## src/rtl/core/gpbs_pkg.sv

```systemverilog
// gpbs_pkg: constants, codes and control/status structs of the gravity particle bitmap core
// no dependencies; imported by the controller, datapath and top level, referenced by gpbs_in_if
package gpbs_pkg;

  localparam int GRID_WIDTH  = 128;
  localparam int GRID_HEIGHT = 64;
  localparam int BYTE_W      = 8;
  localparam int PAGE_COUNT  = (GRID_HEIGHT + BYTE_W - 1) / BYTE_W;
  localparam int STORE_BYTES = PAGE_COUNT * GRID_WIDTH;
  localparam int ADDR_W      = $clog2(STORE_BYTES);
  localparam int BIT_W       = $clog2(BYTE_W);

  localparam int CMD_W = 2;
  localparam int X_W   = 7;
  localparam int Y_W   = 6;
  localparam int G_W   = 16;
  localparam int DZ_W  = 15;

  localparam logic [DZ_W-1:0] DEAD_ZONE_RESET = DZ_W'(2);

  typedef enum logic [CMD_W-1:0] {
    CMD_SPAWN = 2'd0,
    CMD_STEP  = 2'd1,
    CMD_READ  = 2'd2,
    CMD_NOP   = 2'd3
  } cmd_e;

  typedef enum logic [1:0] {
    ADDR_CLEAR = 2'd0,
    ADDR_CELL  = 2'd1,
    ADDR_SRC   = 2'd2,
    ADDR_TGT   = 2'd3
  } addr_sel_e;

  typedef enum logic [2:0] {
    WR_NONE     = 3'd0,
    WR_ZERO     = 3'd1,
    WR_SPAWN    = 3'd2,
    WR_TGT      = 3'd3,
    WR_TGT_SAME = 3'd4,
    WR_SRC      = 3'd5
  } wr_op_e;

  typedef struct packed {
    logic      clear_step;
    logic      load;
    logic      mem_rd;
    addr_sel_e addr_sel;
    wr_op_e    wr_op;
    logic      capture_read;
    logic      capture_src;
    logic      scan_next;
    logic      res_load;
  } ctrl_cmd_t;

  typedef struct packed {
    logic clear_last;
    cmd_e cmd;
    logic cell_ok;
    logic src_set;
    logic tgt_ok;
    logic tgt_set;
    logic same_addr;
    logic scan_last;
    logic res_free;
  } dp_status_t;

  function automatic logic [ADDR_W-1:0] cell_addr(input logic [X_W-1:0] x,
                                                  input logic [Y_W-1:0] y);
    return ADDR_W'((int'(y) / BYTE_W) * GRID_WIDTH + int'(x));
  endfunction

  function automatic logic [BYTE_W-1:0] cell_mask(input logic [Y_W-1:0] y);
    return BYTE_W'(1) << y[BIT_W-1:0];
  endfunction

endpackage

```

## src/rtl/core/gpbs_ctrl.sv

```systemverilog
// gpbs_ctrl: sequencer for clearing, spawn, read and the gravity scan
// depends on gpbs_pkg; drives gpbs_datapath through ctrl_cmd_t, reads dp_status_t
module gpbs_ctrl (
  input  logic                 clk_i,
  input  logic                 rst_ni,
  input  logic                 in_valid_i,
  output logic                 in_ready_o,
  input  gpbs_pkg::dp_status_t status_i,
  output gpbs_pkg::ctrl_cmd_t  cmd_o
);
  import gpbs_pkg::*;

  typedef enum logic [10:0] {
    S_CLEAR    = 11'b000_0000_0001,
    S_IDLE     = 11'b000_0000_0010,
    S_DISPATCH = 11'b000_0000_0100,
    S_SPAWN_WR = 11'b000_0000_1000,
    S_READ_CAP = 11'b000_0001_0000,
    S_SRC_RD   = 11'b000_0010_0000,
    S_SRC_CHK  = 11'b000_0100_0000,
    S_TGT_CHK  = 11'b000_1000_0000,
    S_SRC_WR   = 11'b001_0000_0000,
    S_NEXT     = 11'b010_0000_0000,
    S_FINISH   = 11'b100_0000_0000
  } state_e;

  state_e state_q, state_d;

  always_comb begin
    state_d    = state_q;
    in_ready_o = 1'b0;
    cmd_o      = '0;
    unique case (state_q)
      S_CLEAR: begin
        cmd_o.addr_sel   = ADDR_CLEAR;
        cmd_o.wr_op      = WR_ZERO;
        cmd_o.clear_step = 1'b1;
        if (status_i.clear_last) begin
          state_d = S_IDLE;
        end
      end
      S_IDLE: begin
        in_ready_o = 1'b1;
        if (in_valid_i) begin
          cmd_o.load = 1'b1;
          state_d    = S_DISPATCH;
        end
      end
      S_DISPATCH: begin
        unique case (status_i.cmd)
          CMD_SPAWN: begin
            if (status_i.cell_ok) begin
              cmd_o.mem_rd   = 1'b1;
              cmd_o.addr_sel = ADDR_CELL;
              state_d        = S_SPAWN_WR;
            end else begin
              state_d = S_FINISH;
            end
          end
          CMD_READ: begin
            if (status_i.cell_ok) begin
              cmd_o.mem_rd   = 1'b1;
              cmd_o.addr_sel = ADDR_CELL;
              state_d        = S_READ_CAP;
            end else begin
              state_d = S_FINISH;
            end
          end
          CMD_STEP: state_d = S_SRC_RD;
          CMD_NOP:  state_d = S_FINISH;
          default:  state_d = S_FINISH;
        endcase
      end
      S_SPAWN_WR: begin
        cmd_o.addr_sel = ADDR_CELL;
        cmd_o.wr_op    = WR_SPAWN;
        state_d        = S_FINISH;
      end
      S_READ_CAP: begin
        cmd_o.capture_read = 1'b1;
        state_d            = S_FINISH;
      end
      S_SRC_RD: begin
        cmd_o.mem_rd   = 1'b1;
        cmd_o.addr_sel = ADDR_SRC;
        state_d        = S_SRC_CHK;
      end
      S_SRC_CHK: begin
        cmd_o.capture_src = 1'b1;
        if (status_i.src_set && status_i.tgt_ok) begin
          cmd_o.mem_rd   = 1'b1;
          cmd_o.addr_sel = ADDR_TGT;
          state_d        = S_TGT_CHK;
        end else begin
          state_d = S_NEXT;
        end
      end
      S_TGT_CHK: begin
        cmd_o.addr_sel = ADDR_TGT;
        if (status_i.tgt_set) begin
          state_d = S_NEXT;
        end else if (status_i.same_addr) begin
          cmd_o.wr_op = WR_TGT_SAME;
          state_d     = S_NEXT;
        end else begin
          cmd_o.wr_op = WR_TGT;
          state_d     = S_SRC_WR;
        end
      end
      S_SRC_WR: begin
        cmd_o.addr_sel = ADDR_SRC;
        cmd_o.wr_op    = WR_SRC;
        state_d        = S_NEXT;
      end
      S_NEXT: begin
        cmd_o.scan_next = 1'b1;
        state_d         = status_i.scan_last ? S_FINISH : S_SRC_RD;
      end
      S_FINISH: begin
        if (status_i.res_free) begin
          cmd_o.res_load = 1'b1;
          state_d        = S_IDLE;
        end
      end
      default: state_d = S_CLEAR;
    endcase
  end

  always_ff @(posedge clk_i or negedge rst_ni) begin
    if (!rst_ni) begin
      state_q <= S_CLEAR;
    end else begin
      state_q <= state_d;
    end
  end

endmodule

```

## config.mk

```make
export PLATFORM = sky130hd
export DESIGN_NAME = gpbs_ctrl
export DESIGN_NICKNAME = d
export VERILOG_FILES = /design/src/rtl/core/gpbs_pkg.sv /design/src/rtl/core/gpbs_ctrl.sv
export SDC_FILE = /design/constraint.sdc
export NUM_CORES = 1
export LEC_CHECK = 0
export BUFFER_PORTS_ARGS = -buffer_cell sky130_fd_sc_hd__buf_4
export CAP_MARGIN = 10
export CORE_ASPECT_RATIO = 1.4
export CORE_UTILIZATION = 44
export CTS_BUF_LIST = sky130_fd_sc_hd__clkbuf_16
export CTS_CLUSTER_SIZE = 16
export DETAILED_ROUTE_END_ITERATION = 10
export PLACE_DENSITY = 0.84
export SKIP_CTS_REPAIR_TIMING = 1
export SLEW_MARGIN = 20
export SYNTH_ARGS = -nofsm -noshare
export SYNTH_HDL_FRONTEND = slang
export SYNTH_SLANG_ARGS = --single-unit
```

## constraint.sdc

```tcl
create_clock -name clk_i -period 1.7 [get_ports clk_i]
set_input_delay 0.255 -clock clk_i [delete_from_list [all_inputs] [get_ports clk_i]]
set_output_delay 0.255 -clock clk_i [all_outputs]
set_load 0.1 [all_outputs]
```

==> impl_metrics.yaml, run 1 <==
outcome:
  status: "stopped before the end"
  lastStage: "global routing"
  error: "[ERROR DPL-0038] Utilization greater than 100%, impossible to legalize"
sta:
  worst_endpoint_kind: "output port"
  crit_endpoint: "cmd_o[9]"
synthesis:
  synth_flop_cell: "dfrtp_1"
  async_flop_share: 1.00
  syn_inst: 92
  synthTopCellsByCount: "10 x dfrtp_1, 7 x nand2_1, 7 x nand4_1, 7 x nor2_1, 6 x inv_1"
  syn_avg_cell_area_sq_um: 8.87
  synth.distinct_cells: 40
  yosys-top-cells-area: "dfrtp_1 31%, nand4_1 5.4%, dfstp_2 3.2%, nand2_1 3.2%, nor2_1 3.2%"
  syn-cell-area_sq_um: 816
  synth_warnings: 0
  synth_area_leader_cell: "dfrtp_1"
  synth_edf_count: 0
  yosysMostFrequentCell: "dfrtp_1"
  yosysTopAreaCellShare: 0.307
  ys_seq_area_frac: 0.339
  synth-seq-cells: 11
  synth_fp_nets: 105
place:
  routabilityCongestion: 0.895
  dp_hpwl_mm: 2.33
  io_buffers: 25
  dpl-instance-area_sq_um: 1440
clock_network:
  h-tree-depth: 1
  cts_max_path_buffers: 2
  cts_buffers: 3
  clock_sinks: 11
  cts_root_buf: "clkbuf_16"
die:
  std_cell_rows: 18
  floorplan.initialDensity: 0.464
  die_width_microns: 38.4
  io_pins: 26
  die_h_microns: 52.9
grt:
  grt_max_degree: 12
## kinds of logic after synthesis
kind of cell / Yosys count / share of synthesized area
simple gates: 59 / 0.474
compound gates: 12 / 0.123
xor+xnor: 1 / 0.0107
buf+inv: 9 / 0.0537
flops: 11 / 0.339
## through the flow
stage | TNS, ns | utilization | worst slack, ns | cells
after CTS | -7.47 | 0.862 | -0.672 | 180
after detailed placement | -3.68 | 0.817 | -0.366 | 176
after global placement | -2.73 | 0.817 | -0.323 | 176
after floorplan | -7.55 | - | -1.04 | 92
==> inputs of run 2 (changes only) <==
- CORE_AREA: unset -> 2 2 63 65
- CORE_ASPECT_RATIO: 1.4 -> unset
- CORE_UTILIZATION: 44 -> unset
- CTS_BUF_LIST: sky130_fd_sc_hd__clkbuf_16 -> unset
- CTS_CLUSTER_SIZE: 16 -> unset
- DIE_AREA: unset -> 0 0 65 67
- PLACE_DENSITY: 0.84 -> unset
- PLACE_DENSITY_LB_ADDON: unset -> 0.15
- clock period: 1.7 -> 2.2 ns (I/O delays scaled with it)
==> run 2 against run 1 <==
Against the previous run: the flow now finishes, with violations (setup timing); synthesized area unchanged; synthesized cell count unchanged.
==> impl_metrics.yaml, run 2 <==
outcome:
  status: "finished with violations"
  violations: "setup timing"
routing:
  num_vias: 915
  dr.pass1.iters: 4
  wirelength_mm: 2.70
  ant_nets: 0
  avgRoutedWirePerCell_microns: 13.9
  drcViolationCount: 0
  vias_per_cell: 4.72
  drtIter0Drc: 27
synthesis:
  synth_fp_nets: 105
  syn-cell-area_sq_um: 816
  syn_inst: 92
  synthTopCellsByCount: "10 x dfrtp_1, 7 x nand2_1, 7 x nand4_1, 7 x nor2_1, 6 x inv_1"
  synth_edf_count: 0
  ys_seq_area_frac: 0.339
  synth_area_leader_cell: "dfrtp_1"
  synth_flop_cell: "dfrtp_1"
  synth_warnings: 0
  yosysMostFrequentCell: "dfrtp_1"
  syn_avg_cell_area_sq_um: 8.87
  yosysTopAreaCellShare: 0.307
  synth.distinct_cells: 40
  yosys-top-cells-area: "dfrtp_1 31%, nand4_1 5.4%, dfstp_2 3.2%, nand2_1 3.2%, nor2_1 3.2%"
  async_flop_share: 1.00
  synth-seq-cells: 11
finish:
  design_area_sq_um: 1560
  max_flop_register: "state_q"
  utilization: 0.433
  register_area_sq_um: 278
  largest_reg_flops: 11
  fillCellCount: 362
  final_common_cell: "buf_4"
  diodes: 0
  drive_gt1_frac: 0.575
  final_cell_mix: "38 x buf_4, 11 x buf_12, 9 x dfrtp_1, 7 x nor2_1, 7 x nand4_1"
  final_nets: 160
  reg_top3: "state_q (11)"
  synthToLayoutAreaGrowth_pct: 91.6
  fin_cells: 194
  multi_input_area_sq_um: 601
die:
  die_width_microns: 65
  std_cell_rows: 22
  core_sq_um: 3610
  floorplan.initialDensity: 0.226
  io_pins: 26
  die_h_microns: 67
  dieArea_sq_um: 4360
worst_hold_path:
  hold_path_startpoint: "status_i[1]"
  hp-class: "in -> reg"
  hold_path_end: "state_q[5]"
  holdPathStages: 2
sta:
  setup_viol: 5
  maxSlewViolCount: 0
  final-hold-violation-count: 0
  slew_headroom: 0.756
  fin_crit_ns: 2.31
  grt_setup_unrepaired: "yes"
  finalWorstSetupSlack_ns: -0.115
  max_freq_ghz: 0.432
  finalCritPeriodShare: 1.05
  setup_tns_ns: -0.307
  tightest_slew_ns: 0.362
  skew_ns: 0.00266
  timing.hold.ws_ns: 0.275
place:
  dp_hpwl_mm: 2.08
  io_buffers: 25
  dpl-instance-area_sq_um: 1290
  routabilityCongestion: 0.820
  post-place-cells: 184
grt:
  grt_pass1_vias: 896
  grt_pass1_wl_mm: 4.08
  grt_max_degree: 12
  grt_use_total: 0.130
  antenna_found_initial: 0
  grt-ovfl-total: 0
critical_path:
  worstPathMaxFanout: 7
  crit_path_top_delay_cell: "or4_4"
  max_stage_delay_ns: 0.55
  critPathRequiredTime_ns: 1.87
  start_kind: "register"
  regToRegStartpoint: "state_q[0]"
  cp_data_arrival_time_ns: 1.98
  worst-r2r-cell-count: 7
  crit_chain: "or4_4 > nor4_4 > buf_4 > a31oi_4 > nand2b_4 > buf_12"
  crit_path_end_kind: "primary output"
  critPathKind: "reg -> out"
  reg2reg_to: "state_q[0]"
  reg2reg_slack_ns: 0.30
clock_network:
  path_clk_slew_ns: 0.06
  clock_latency_ns: 0.25
  tritoncts: "yes"
  h-tree-depth: 1
  clock_sinks: 11
  cts_root_buf: "clkbuf_8"
  cts_buffers: 3
  cts_max_path_buffers: 2
power:
  p_leak_nw: 0.713
  ir_worst_vdd_uv: 779
  power_per_cell_area_nw_per_um2: 907
flow_run:
  drv_cap: 0
## run 2: cell counts after synthesis
Identical to the previous run, type by type.
## run 2: cells by family (layout without fill, tap and decap cells)
group,after synthesis,in the layout,synth area share
and+or+nand+nor,59,59,0.474
buffers and inverters,9,63,0.0537
xor gates and xnor gates,1,1,0.0107
DFF,11,11,0.339
AOI/OAI and AO/OA,12,12,0.123
## run 2: where the power goes
| part | switching, mW | total (mW) | leakage (nW) | internal (mW) |
|---|---|---|---|---|
| Clock | 0.0892 | 0.217 | 0.0228 | 0.128 |
| Combinational | 0.526 | 0.916 | 0.543 | 0.390 |
| Sequential | 0.0459 | 0.283 | 0.147 | 0.237 |
| Total | 0.661 | 1.42 | 0.713 | 0.756 |
## run 2: critical path, delay by kind of cell (launching register included)
kind | cells | cell delay [ns]
compound gates | 1 | 0.05
buf+inv | 2 | 0.33
flops | 1 | 0.45
simple gates | 3 | 0.91
## run 2: worst max-delay path by stage
stage                from        to  slack, ns  depth (start not counted)
2_1_floorplan  state_q[5]  cmd_o[9]      -0.61                          5
3_3_place_gp   state_q[1]  cmd_o[8]      -0.01                          5
3_5_place_dp   state_q[4]  cmd_o[9]       0.02                          6
4_1_cts        state_q[4]  cmd_o[9]      -0.26                          6
5_1_grt        state_q[4]  cmd_o[7]      -0.19                          6
6_report       state_q[4]  cmd_o[9]      -0.11                          6
## run 2: layout make-up
type | count | area share
Clock buffer | 4 | 0.0288
Inverter | 6 | 0.0192
Multi-Input combinational cell | 72 | 0.384
Sequential cell | 11 | 0.178
Tap cell | 48 | 0.0384
Timing Repair Buffer | 53 | 0.351
## run 2: metrics by stage
step | power, mW | setup WS [ns]
floorplan | 0.825 | -0.612
global placement | 1.06 | -0.0130
detailed placement | 1.06 | 0.0210
CTS | 1.28 | -0.257
global route | 1.49 | -0.186
finish | 1.42 | -0.115
## run 2: layer usage
| metal | wire length, microns | GRT usage | vias to the layer above |
|---|---|---|---|
| met5 | 0 | 0 | - |
| met4 | 58 | 0.0691 | 0 |
| met3 | 97 | 0.0389 | 4 |
| met2 | 1300 | 0.202 | 16 |
| met1 | 1240 | 0.161 | 437 |
| li1 | - | - | 458 |
(Power assumes the default switching activity.)
